**config.mk**
```make
export PLATFORM = sky130hd
export DESIGN_NAME = round_robin_task_slot_scheduler_flat
export DESIGN_NICKNAME = d
export VERILOG_FILES = /design/src/hdl/rrts_pkg.sv /design/src/hdl/rrts_in_if.sv /design/src/hdl/rrts_out_if.sv /design/src/hdl/round_robin_task_slot_scheduler.sv /design/src/hdl/rrts_cell.sv /design/src/flat_wrapper.sv
export SDC_FILE = /design/constraint.sdc
export NUM_CORES = 1
export LEC_CHECK = 0
export ABC_CLOCK_PERIOD_IN_PS = 11400
export BUFFER_PORTS_ARGS = -buffer_cell sky130_fd_sc_hd__buf_4
export CAP_MARGIN = 40
export CORE_MARGIN = 2
export CORE_UTILIZATION = 55
export DETAILED_ROUTE_END_ITERATION = 7
export PLACE_DENSITY = 0.72
export SYNTH_ARGS = -nofsm -noshare
export SYNTH_HDL_FRONTEND = slang
export SYNTH_HIERARCHICAL = 1
export SYNTH_SLANG_ARGS = --single-unit
```
**constraint.sdc**
```tcl
create_clock -name clk -period 11.4 [get_ports clk]
set_input_delay 1.71 -clock clk [delete_from_list [all_inputs] [get_ports clk]]
set_output_delay 1.71 -clock clk [all_outputs]
set_load 0.02 [all_outputs]
```
**src/hdl/rrts_pkg.sv**
```systemverilog
// Shared types and constants for the round-robin task slot scheduler.
// No dependencies; every other file of the block imports this package.
`default_nettype none

package rrts_pkg;

	localparam int unsigned RRTS_SLOT_COUNT  = 10;
	localparam int unsigned RRTS_ENTRY_WIDTH = 32;
	localparam int unsigned SLOT_FIELD_W     = 4;

	typedef enum logic [1:0] {
		OP_SPAWN    = 2'd0,
		OP_DISPATCH = 2'd1,
		OP_YIELD    = 2'd2,
		OP_FINISH   = 2'd3
	} op_t;

	typedef enum logic [1:0] {
		ST_RUNNING  = 2'd0,
		ST_FINISHED = 2'd1,
		ST_READY    = 2'd3
	} status_t;

	typedef enum logic [3:0] {
		S_IDLE   = 4'b0001,
		S_SCAN   = 4'b0010,
		S_WRITE  = 4'b0100,
		S_REPORT = 4'b1000
	} state_t;

	// Broadcast control from the sequencer to every slot cell
	typedef struct packed {
		logic    shift;
		status_t want;
		logic    wr_en;
		status_t wr_status;
		logic    entry_en;
	} cell_ctrl_t;

endpackage

`default_nettype wire

```
**src/hdl/rrts_in_if.sv**
```systemverilog
// Input channel of the scheduler: valid/ready handshake with operation and entry.
// Depends on rrts_pkg for the default entry width and the operation type.
`default_nettype none

interface rrts_in_if import rrts_pkg::*; #(
	parameter int unsigned ENTRY_WIDTH = RRTS_ENTRY_WIDTH
);
	logic                   valid;
	logic                   ready;
	op_t                    operation;
	logic [ENTRY_WIDTH-1:0] entry_address;

	modport source (output valid, output operation, output entry_address, input ready);
	modport sink   (input valid, input operation, input entry_address, output ready);
endinterface

`default_nettype wire

```
**src/hdl/rrts_out_if.sv**
```systemverilog
// Result channel of the scheduler: valid/ready handshake with one result item.
// Depends on rrts_pkg for the default entry width and slot field width.
`default_nettype none

interface rrts_out_if import rrts_pkg::*; #(
	parameter int unsigned ENTRY_WIDTH = RRTS_ENTRY_WIDTH
);
	logic                    valid;
	logic                    ready;
	logic                    success;
	logic [SLOT_FIELD_W-1:0] slot;
	logic [ENTRY_WIDTH-1:0]  dispatched_entry;
	logic                    all_finished;

	modport source (output valid, output success, output slot, output dispatched_entry,
		output all_finished, input ready);
	modport sink   (input valid, input success, input slot, input dispatched_entry,
		input all_finished, output ready);
endinterface

`default_nettype wire

```
**src/hdl/round_robin_task_slot_scheduler.sv**
```systemverilog
// Round-robin task slot scheduler. Spawn, dispatch, yield and finish each return one
// result item. A row of slot cells holds the table; a search token enters the row at
// the slot after the current one and moves one cell per cycle, wrapping at the used
// count. Dispatch on a non-empty table and spawn on a full table search the row;
// plain spawn, yield, finish and dispatch on an empty table go straight to the
// write step. A result waits in the report state while the output register is
// full, and the next item is accepted once the result has loaded. One item is
// worked on at a time; the next is accepted while a result waits in the output
// register. Depends on rrts_pkg, rrts_in_if, rrts_out_if and rrts_cell.
`default_nettype none

module round_robin_task_slot_scheduler import rrts_pkg::*; #(
	parameter int unsigned SLOT_COUNT  = RRTS_SLOT_COUNT,
	parameter int unsigned ENTRY_WIDTH = RRTS_ENTRY_WIDTH
) (
	input  wire logic  clk,
	input  wire logic  arst_n,
	rrts_in_if.sink    in_ch,
	rrts_out_if.source out_ch
);

	localparam int unsigned IDX_W = $clog2(SLOT_COUNT);
	localparam int unsigned CNT_W = $clog2(SLOT_COUNT + 1);

	state_t                 state_q;
	op_t                    op_q;
	status_t                want_q;
	logic [ENTRY_WIDTH-1:0] entry_in_q;
	logic [CNT_W-1:0]       used_q;
	logic [CNT_W-1:0]       cnt_q;
	logic [IDX_W-1:0]       cur_q;
	logic                   cur_valid_q;
	logic [IDX_W-1:0]       pick_q;
	logic                   ok_q;
	logic                   res_success_q;
	logic [IDX_W-1:0]       res_slot_q;
	logic [ENTRY_WIDTH-1:0] res_entry_q;

	logic                    out_valid_q;
	logic                    out_success_q;
	logic [SLOT_FIELD_W-1:0] out_slot_q;
	logic [ENTRY_WIDTH-1:0]  out_entry_q;
	logic                    out_all_fin_q;

	cell_ctrl_t             ctrl;
	logic [SLOT_COUNT-1:0]  inject_vec;
	logic [SLOT_COUNT-1:0]  tok_in_vec;
	logic [SLOT_COUNT-1:0]  sel_vec;
	logic [SLOT_COUNT-1:0]  used_vec;
	logic [SLOT_COUNT-1:0]  tok_vec;
	logic [SLOT_COUNT-1:0]  hit_vec;
	logic [SLOT_COUNT-1:0]  done_vec;
	status_t                status_vec [SLOT_COUNT];
	logic [ENTRY_WIDTH-1:0] entry_vec  [SLOT_COUNT];

	logic             accept;
	logic             full;
	logic             start_scan;
	logic [CNT_W-1:0] cur_next;
	logic [CNT_W-1:0] start_idx;
	logic [IDX_W-1:0] hit_idx;
	logic             load_out;

	assign accept   = in_ch.valid && in_ch.ready;
	assign full     = (used_q == CNT_W'(SLOT_COUNT));
	assign load_out = (state_q == S_REPORT) && (!out_valid_q || out_ch.ready);

	// a search is needed for dispatch on a non-empty table, and for spawn once the table is full
	assign start_scan = accept && (used_q != '0) &&
		((in_ch.operation == OP_DISPATCH) || ((in_ch.operation == OP_SPAWN) && full));

	assign cur_next  = CNT_W'(cur_q) + CNT_W'(1);
	assign start_idx = (!cur_valid_q || (cur_next == used_q)) ? '0 : cur_next;

	always_comb begin
		// advance the token only while the search goes on; drop it when the search ends
		ctrl.shift     = (state_q == S_SCAN) && (hit_vec == '0) && (cnt_q != used_q);
		ctrl.want      = want_q;
		ctrl.wr_en     = (state_q == S_WRITE) && ok_q;
		ctrl.wr_status = ST_READY;
		ctrl.entry_en  = 1'b0;
		unique case (op_q)
			OP_SPAWN: begin
				ctrl.wr_status = ST_READY;
				ctrl.entry_en  = 1'b1;
			end
			OP_DISPATCH: ctrl.wr_status = ST_RUNNING;
			OP_YIELD:    ctrl.wr_status = ST_READY;
			OP_FINISH:   ctrl.wr_status = ST_FINISHED;
			default:     ctrl.wr_status = ST_READY;
		endcase
	end

	always_comb begin
		hit_idx       = '0;
		tok_in_vec[0] = 1'b0;
		for (int i = 0; i < SLOT_COUNT; i++) begin
			inject_vec[i] = start_scan && (start_idx == CNT_W'(i));
			sel_vec[i]    = (pick_q == IDX_W'(i));
			used_vec[i]   = (CNT_W'(i) < used_q);
			if (hit_vec[i]) begin
				hit_idx = hit_idx | IDX_W'(i);
			end
			// the last used cell hands its token back to cell zero
			if (CNT_W'(i) + CNT_W'(1) == used_q) begin
				tok_in_vec[0] = tok_in_vec[0] | tok_vec[i];
			end
			if (i > 0) begin
				tok_in_vec[i] = tok_vec[i-1] && (CNT_W'(i) != used_q);
			end
		end
	end

	for (genvar g = 0; g < SLOT_COUNT; g++) begin : g_cell
		rrts_cell #(
			.ENTRY_WIDTH (ENTRY_WIDTH)
		) u_cell (
			.clk      (clk),
			.arst_n   (arst_n),
			.ctrl     (ctrl),
			.inject   (inject_vec[g]),
			.tok_in   (tok_in_vec[g]),
			.sel      (sel_vec[g]),
			.used     (used_vec[g]),
			.wr_entry (entry_in_q),
			.tok      (tok_vec[g]),
			.hit      (hit_vec[g]),
			.done     (done_vec[g]),
			.status   (status_vec[g]),
			.entry    (entry_vec[g])
		);
	end

	always_ff @(posedge clk or negedge arst_n) begin
		if (!arst_n) begin
			state_q     <= S_IDLE;
			used_q      <= '0;
			cur_q       <= '0;
			cur_valid_q <= 1'b0;
			out_valid_q <= 1'b0;
		end else begin
			if (load_out) begin
				out_valid_q <= 1'b1;
			end else if (out_ch.ready) begin
				out_valid_q <= 1'b0;
			end
			unique case (state_q)
				S_IDLE: begin
					if (accept) begin
						state_q <= start_scan ? S_SCAN : S_WRITE;
					end
				end
				S_SCAN: begin
					if ((hit_vec != '0) || (cnt_q == used_q)) begin
						state_q <= S_WRITE;
					end
				end
				S_WRITE: begin
					if (ok_q && (op_q == OP_SPAWN) && !full) begin
						used_q <= used_q + CNT_W'(1);
					end
					if (ok_q && (op_q == OP_DISPATCH)) begin
						cur_q       <= pick_q;
						cur_valid_q <= 1'b1;
					end
					state_q <= S_REPORT;
				end
				S_REPORT: begin
					if (load_out) begin
						state_q <= S_IDLE;
					end
				end
				default: state_q <= S_IDLE;
			endcase
		end
	end

	// item payload and search bookkeeping
	always_ff @(posedge clk) begin
		if (accept) begin
			op_q       <= in_ch.operation;
			entry_in_q <= in_ch.entry_address;
			cnt_q      <= CNT_W'(1);
			want_q     <= (in_ch.operation == OP_SPAWN) ? ST_FINISHED : ST_READY;
			unique case (in_ch.operation)
				OP_SPAWN: begin
					pick_q <= used_q[IDX_W-1:0];
					ok_q   <= !full;
				end
				OP_DISPATCH: begin
					pick_q <= '0;
					ok_q   <= 1'b0;
				end
				OP_YIELD: begin
					pick_q <= cur_q;
					ok_q   <= cur_valid_q && (status_vec[cur_q] == ST_RUNNING);
				end
				default: begin
					pick_q <= cur_q;
					ok_q   <= cur_valid_q;
				end
			endcase
		end else if (state_q == S_SCAN) begin
			if (hit_vec != '0) begin
				pick_q <= hit_idx;
				ok_q   <= 1'b1;
			end else begin
				cnt_q <= cnt_q + CNT_W'(1);
			end
		end
		if (state_q == S_WRITE) begin
			res_success_q <= ok_q && ((op_q == OP_SPAWN) || (op_q == OP_DISPATCH));
			res_slot_q    <= (ok_q && ((op_q == OP_SPAWN) || (op_q == OP_DISPATCH))) ?
				pick_q : '0;
			res_entry_q   <= (ok_q && (op_q == OP_DISPATCH)) ? entry_vec[pick_q] : '0;
		end
		if (load_out) begin
			out_success_q <= res_success_q;
			out_slot_q    <= SLOT_FIELD_W'(res_slot_q);
			out_entry_q   <= res_entry_q;
			out_all_fin_q <= &done_vec;
		end
	end

	assign in_ch.ready             = (state_q == S_IDLE);
	assign out_ch.valid            = out_valid_q;
	assign out_ch.success          = out_success_q;
	assign out_ch.slot             = out_slot_q;
	assign out_ch.dispatched_entry = out_entry_q;
	assign out_ch.all_finished     = out_all_fin_q;

	a_one_token: assert property (@(posedge clk) disable iff (!arst_n) $onehot0(tok_vec))
		else $error("more than one search token in the slot row");

	a_one_hit: assert property (@(posedge clk) disable iff (!arst_n) $onehot0(hit_vec))
		else $error("more than one slot matched in one search step");

	a_token_only_in_scan: assert property (@(posedge clk) disable iff (!arst_n)
		(state_q == S_WRITE || state_q == S_REPORT) |-> (tok_vec == '0))
		else $error("search token left in the row after the search");

	a_current_used: assert property (@(posedge clk) disable iff (!arst_n)
		cur_valid_q |-> (CNT_W'(cur_q) < used_q))
		else $error("current slot lies beyond the used slots");

	a_used_bound: assert property (@(posedge clk) disable iff (!arst_n)
		(state_q == S_WRITE && op_q == OP_SPAWN && ok_q && !full) |=>
		(used_q == $past(used_q) + CNT_W'(1)))
		else $error("spawn into a free slot did not grow the used count");

endmodule

`default_nettype wire

```
**src/hdl/rrts_cell.sv**
```systemverilog
// One task slot: status, entry address and the search token that walks the row.
// Depends on rrts_pkg for status_t and cell_ctrl_t.
`default_nettype none

module rrts_cell import rrts_pkg::*; #(
	parameter int unsigned ENTRY_WIDTH = RRTS_ENTRY_WIDTH
) (
	input  wire logic                   clk,
	input  wire logic                   arst_n,
	input  wire cell_ctrl_t             ctrl,
	input  wire logic                   inject,
	input  wire logic                   tok_in,
	input  wire logic                   sel,
	input  wire logic                   used,
	input  wire logic [ENTRY_WIDTH-1:0] wr_entry,
	output logic                        tok,
	output logic                        hit,
	output logic                        done,
	output status_t                     status,
	output logic [ENTRY_WIDTH-1:0]      entry
);

	status_t                status_q;
	logic                   tok_q;
	logic [ENTRY_WIDTH-1:0] entry_q;

	always_ff @(posedge clk or negedge arst_n) begin
		if (!arst_n) begin
			status_q <= ST_RUNNING;
			tok_q    <= 1'b0;
		end else begin
			// token enters at the scan start, then moves one cell per cycle while ctrl.shift is set
			tok_q <= inject | (ctrl.shift & tok_in);
			if (sel && ctrl.wr_en) begin
				status_q <= ctrl.wr_status;
			end
		end
	end

	always_ff @(posedge clk) begin
		if (sel && ctrl.wr_en && ctrl.entry_en) begin
			entry_q <= wr_entry;
		end
	end

	assign tok    = tok_q;
	assign hit    = tok_q && (status_q == ctrl.want);
	assign done   = !used || (status_q == ST_FINISHED);
	assign status = status_q;
	assign entry  = entry_q;

endmodule

`default_nettype wire
```
**src/flat_wrapper.sv**
```systemverilog
// flat-port wrapper written by rule: the top's interface ports become plain ports
module round_robin_task_slot_scheduler_flat import rrts_pkg::*;
#(
	parameter int unsigned SLOT_COUNT  = RRTS_SLOT_COUNT,
	parameter int unsigned ENTRY_WIDTH = RRTS_ENTRY_WIDTH
)
  (clk, arst_n, in_ch_valid, in_ch_operation, in_ch_entry_address, in_ch_ready, out_ch_valid, out_ch_success, out_ch_slot, out_ch_dispatched_entry, out_ch_all_finished, out_ch_ready);
  rrts_in_if #(.ENTRY_WIDTH(ENTRY_WIDTH)) in_ch_i ();
  rrts_out_if #(.ENTRY_WIDTH(ENTRY_WIDTH)) out_ch_i ();
  input  wire logic clk;
  input  wire logic arst_n;
  input wire logic [$bits(in_ch_i.valid)-1:0] in_ch_valid;
  input wire logic [$bits(in_ch_i.operation)-1:0] in_ch_operation;
  input wire logic [$bits(in_ch_i.entry_address)-1:0] in_ch_entry_address;
  output wire logic [$bits(in_ch_i.ready)-1:0] in_ch_ready;
  output wire logic [$bits(out_ch_i.valid)-1:0] out_ch_valid;
  output wire logic [$bits(out_ch_i.success)-1:0] out_ch_success;
  output wire logic [$bits(out_ch_i.slot)-1:0] out_ch_slot;
  output wire logic [$bits(out_ch_i.dispatched_entry)-1:0] out_ch_dispatched_entry;
  output wire logic [$bits(out_ch_i.all_finished)-1:0] out_ch_all_finished;
  input wire logic [$bits(out_ch_i.ready)-1:0] out_ch_ready;
  assign in_ch_i.valid = in_ch_valid;
  assign in_ch_i.operation = in_ch_operation;
  assign in_ch_i.entry_address = in_ch_entry_address;
  assign in_ch_ready = in_ch_i.ready;
  assign out_ch_valid = out_ch_i.valid;
  assign out_ch_success = out_ch_i.success;
  assign out_ch_slot = out_ch_i.slot;
  assign out_ch_dispatched_entry = out_ch_i.dispatched_entry;
  assign out_ch_all_finished = out_ch_i.all_finished;
  assign out_ch_i.ready = out_ch_ready;
  round_robin_task_slot_scheduler #(.SLOT_COUNT(SLOT_COUNT), .ENTRY_WIDTH(ENTRY_WIDTH)) u_core (.clk(clk), .arst_n(arst_n), .in_ch(in_ch_i), .out_ch(out_ch_i));
endmodule
```
======== Yosys cells after proc, flatten, opt, wreduce, memory -nomap -nowiden ========
Cells that the tools add are included.
operators by class
  add/sub/neg operators ................... 3
  bitwise gates (word level) .............. 32
  mux-type cells .......................... 44
  reduce and logical (&&, ||, !) cells .... 108
  eq/ne operators ......................... 73
  $lt $le $gt $ge ......................... 12
operator list
  kind                                                       count
  binary-select mux 32 bit (select 4 bit)                    1
  2-to-1 mux 32 bit                                          2
  logical AND 1 bit                                          62
  equality test 4 x 3 -> 1 bit, second input constant        9
  2-to-1 mux 4 bit                                           9
  equality test 2 x 1 -> 1 bit, second input constant        12
  equality test 4 bit, second input constant                 6
  equality test 2 bit                                        10
  equality test 4 x 2 -> 1 bit, second input constant        5
  OR 1 bit                                                   19
  2-to-1 mux 1 bit                                           17
  equality test 3 x 4 -> 1 bit, first input constant         4
  less-than comparator 3 x 4 -> 1 bit, first input constant  4
  inequality test 3 x 4 -> 1 bit, first input constant       4
  one-hot mux 4 bit (4 select lines)                         1
  logical OR 1 bit                                           15
  2-to-1 mux 3 bit                                           5
  logical NOT 1 bit                                          13
  adder 4 x 1 -> 4 bit, second input constant                3
  equality test 4 x 1 -> 1 bit, second input constant        3
  equality test 4 bit, first input constant                  3
  AND 1 bit                                                  10
  greater-or-equal comparator 5 bit, second input constant   2
  logical NOT 10 bit                                         1
  29 further kinds                                           52
storage, ports and cells
  word-level logic and storage cells ...... 320
  output and inout bits ................... 40
  bits in registers ....................... 484

======== Logic depth before layout (Yosys ltp) ========
  word-level depth ........................ 22
  depth in mapped cells ................... 9
  mapped depth without buffers ............ 8

======== Modules after synthesis ========
The synthesis kept the hierarchy.
by module, submodules not included
  module                           area each (um^2)  cells each  instances
  rrts_cell                        1,119.8           45          10
  round_robin_task_slot_scheduler  7,711.1           561         1

======== Least setup slack after synthesis ========
No wires, ideal clock.
  path type ............................... register to register
  from .................................... register u_core.state_q[1]
  to ...................................... register u_core.g_cell[0].u_cell.entry_q[0], enable pin
  period minus slack after synthesis ...... 4.414 ns
  cell stages (with the launch flop) ...... 4
  buffers on the path ..................... 0
  data required time ...................... 11.026 ns
  data arrival time ....................... 4.040 ns
  path slack .............................. 6.986 ns
  cell sequence ........................... dfrtp_1 nor4b_2 and2_1 and3_2
RTL lines
  item                    RTL line                                text
  start, declared         round_robin_task_slot_scheduler.sv:25   state_t state_q;
  start signal, assigned  round_robin_task_slot_scheduler.sv:150  state_q <= start_scan ? S_SCAN : S_WRITE;
  end signal, assigned    rrts_cell.sv:42                         entry_q <= wr_entry;
  end, declared           rrts_cell.sv:25                         logic [ENTRY_WIDTH-1:0] entry_q;

======== Worst setup path in the final report ========
  from .................................... register u_core.state_q[0]
  to ...................................... output port in_ch_ready
between the ends
  word-level cells in the longest chain between the ends .. 1
RTL lines
  item                          RTL line                                text
  equality test 4 x 1 -> 1 bit  round_robin_task_slot_scheduler.sv:225  assign in_ch.ready = (state_q == S_IDLE);
  end, declared                 flat_wrapper.sv:15                      output wire logic [$bits(in_ch_i.ready)-1:0] in_ch_ready;
Every way passes these cells.

==> impl_metrics.toml <==
[timing]
fin_ws_ns = 8.00
tightestPinTransition_ns = 0.933
fmax_ghz = 0.295
period_minus_slack_ns = 3.40
slew_viol_final = 0
fin_setup_tns_ns = 0
relSlewSlack_pct = 37.8
rsz0062_at_grt = "false"
hold_viol = 0
finalClockSkew_ns = 0.0149
period_share_pct = 29.8
setup_viol = 0

[worst_setup_path]
cp_slowest_cell = "dfstp_2"
crit_chain = "nor4b_4, buf_4"
cp_max_fo = 6
worstSetupPathType = "reg2out"
start_kind = "register"
slowest_delay_ns = 0.58
end_kind = "primary output"
required_ns = 9.69
crit_arrival_ns = 1.69

[cts]
clk_latency_ns = 0.56
cts_buffers = 48
post_cts_resized = 0
clkTransAtPathRegs_ns = 0.06
cts_tree = "built"
ctsHoldBuffers = 0
cts.htree.levels = 2
clock-sinks = 483
postCtsSetupRepairBufs = 0
clock-root-buffer = "clkbuf_16"
cts.path.max_buffers = 3

[synthesis]
synth-async-reset-ratio_pct = 9.11
syn_area_per_cell_um2 = 18.7
yosys_warnings = 6
netlist_instances = 1011
synth.distinct_cells = 57
synth_flop_cell = "edfxtp_1"
synth-seq-cells = 483
synth_area_um2 = 18900
synth_edf_count = 435
ys_seq_area_share_pct = 75.3

[detailed_routing]
post_drt_wl_per_cell_um = 23.7
vias_per_cell = 6.01
vias = 9615
first_pass_iters = 7
drt_iter0_markers = 939
ant_nets = 0
drcViolationCount = 0
wl_mm = 37.9

[final_layout]
syn_to_final_growth_pct = 15.0
fillCellCount = 2314
drive_above_1_share_pct = 24.5
nNetsFinal = 1160
diodes = 0
layoutNonFillerInstCount = 1599
multi_input_area_um2 = 4430
seq_area_um2 = 14200

[power]
powerDensity_nw_per_um2 = 213
power_leakage_nw = 7.55
max-vdd-ir-drop_uv = 134

[placed_design]
place_congestion = 0.858
post-place-ws_ns = 8.05
portBuffers = 77
dpl.hpwl_mm = 22.3
placed_cells = 1514

[grt]
grt_overflow = 0
grt_first_pass_wirelength_mm = 59.0
track_usage_pct = 21.8
grt_start_max_net_pins = 45
grt_pass1_vias = 10000
antenna_found_initial = 0

[job]
cap_violations = 0

[floorplan]
start_util_pct = 56.1
dieArea_um2 = 35900
die_w_um = 189
fp-row-count = 67
die_h_um = 189
core_um2 = 33700
ios = 78

[hold_path]
hp-class = "reg2reg"

[status]
outcome = "completed"
worst max-delay path, delay by kind of cell, from the launching register on:
family | cells | cell delay [ns]
buffers and inverters | 1 | 0.21
flip-flops | 1 | 0.58
AND/OR/NAND/NOR | 1 | 0.35
report_power, final:
part	internal [mW]	switching [mW]
Sequential	2.15	0.189
Combinational	0.346	0.411
Clock	0.880	0.655
path summary, 6_finish.rpt:
check                                                     start                                             to  slack, ns  depth (start not counted)
setup reg to reg                  u_core/state_q[1]$_DFFE_PN0P_    u_core/g_cell[3].u_cell/entry[11]$_DFFE_PP_       8.07                          5
hold reg to reg            u_core/res_entry_q[12]$_SDFFCE_PN0P_   u_core/out_ch.dispatched_entry[12]$_DFFE_PP_       0.41                          0
min in group asynchronous                                arst_n                  u_core/state_q[2]$_DFFE_PN0P_       1.15                          1
max in group asynchronous                                arst_n  u_core/g_cell[5].u_cell/status[0]$_DFFE_PN0P_       9.85                          1
setup / recovery                  u_core/state_q[0]$_DFFE_PN1P_                                    in_ch_ready       8.00                          2
hold / removal             u_core/res_entry_q[12]$_SDFFCE_PN0P_   u_core/out_ch.dispatched_entry[12]$_DFFE_PP_       0.41                          0
kinds of logic after synthesis:
| logic type | share of synthesized area [%] |
|---|---|
| flops | 75.3 |
| fa+ha+maj | 0.397 |
| xor+xnor | 1.71 |
| simple gates | 4.78 |
| mux | 11.3 |
| compound gates | 4.82 |
| buf+inv | 1.63 |
| other cells | 0.0198 |
layer usage:
layer  GRT usage [%]  share of wire [%]  vias to the layer above
met1            30.6                 42                     4930
met4            6.80                2.6                        0
met2            35.3                 49                      368
li1                -                  -                     4239
met3            3.76                7.0                       78
met5               0                  0                        -
metrics by stage:
step	total power [mW]	util (%)	hold WS, ns	area (um^2)
2_1_floorplan	2.87	-	0.400	18900
3_3_place_gp	3.10	59.3	0.400	20000
3_5_place_dp	3.13	60.0	0.406	20200
4_1_cts	4.66	64.6	0.414	21800
5_1_grt	4.82	64.6	0.418	21800
6_report	4.63	64.6	0.413	21800
Yosys cell counts, types with 2 or more instances:
cell type	number	area share, %
a21boi_0	8	0.32
a21o_1	15	0.60
a21oi_1	9	0.24
a221oi_1	3	0.14
a22o_1	2	0.093
a22oi_1	33	1.3
a31oi_1	3	0.099
and2_1	8	0.26
and3_1	10	0.33
and3_2	10	0.40
buf_1	4	0.079
buf_2	24	0.64
clkbuf_1	25	0.50
dfrtp_1	43	5.7
dfxtp_1	4	0.42
edfxtp_1	435	69
ha_1	6	0.40
inv_1	21	0.42
mux2_1	4	0.24
mux2_4	20	1.6
mux2i_1	34	1.8
mux4_2	64	7.6
nand2_1	17	0.34
nand2_2	11	0.36
nand2b_1	10	0.33
nand3_1	6	0.16
nand4_1	8	0.26
nor2_1	22	0.44
nor2b_1	8	0.26
nor3_1	20	0.53
nor4_1	8	0.26
nor4b_2	3	0.24
o21ai_0	10	0.26
o21ai_1	11	0.29
o22ai_1	32	1.1
o31ai_1	2	0.079
or2_1	3	0.099
xnor2_1	29	1.3
xor2_1	8	0.37
layout make-up:
type,instances,area share [%]
Clock buffer,56,5.76
Multi-Input combinational cell,463,20.4
Inverter,21,0.362
Clock inverter,29,1.27
Tap cell,448,2.58
Sequential cell,483,65.5
Timing Repair Buffer,99,4.19
layout by cell type (no fill, tap or decap), types with 9 or more instances in the layout:
master and instances:
xnor2_1 29, conb_1 10, nand2_1 17, nand2b_1 10, o22ai_1 32, nor3_1 20, dfrtp_1 43, a22oi_1 33
o21ai_0 10, and3_2 10, mux2_4 20, a21o_1 15, buf_4 88, mux2i_1 34, nand2_2 11, a21oi_1 9
clkinv_1 12, o21ai_1 11, and3_1 10, mux4_2 64, clkbuf_16 49, nor2_1 22, inv_1 20, edfxtp_1 435
flip-flops by register name (all words and copies together) (netlist names), 2 cells and up:
| signal | cells |
|---|---|
| u_core/g_cell.u_cell/status | 20 |
| u_core/cur_q | 4 |
| u_core/used_q | 4 |
| u_core/cnt_q | 4 |
| u_core/entry_in_q | 32 |
| u_core/pick_q | 4 |
| u_core/res_slot_q | 4 |
| u_core/out_ch.dispatched_entry | 32 |
| u_core/op_q | 2 |
| u_core/g_cell.u_cell/entry | 320 |
| u_core/state_q | 4 |
| u_core/out_ch.slot | 4 |
| u_core/g_cell.u_cell/tok | 10 |
| u_core/res_entry_q | 32 |
(Power assumes the default switching activity.)
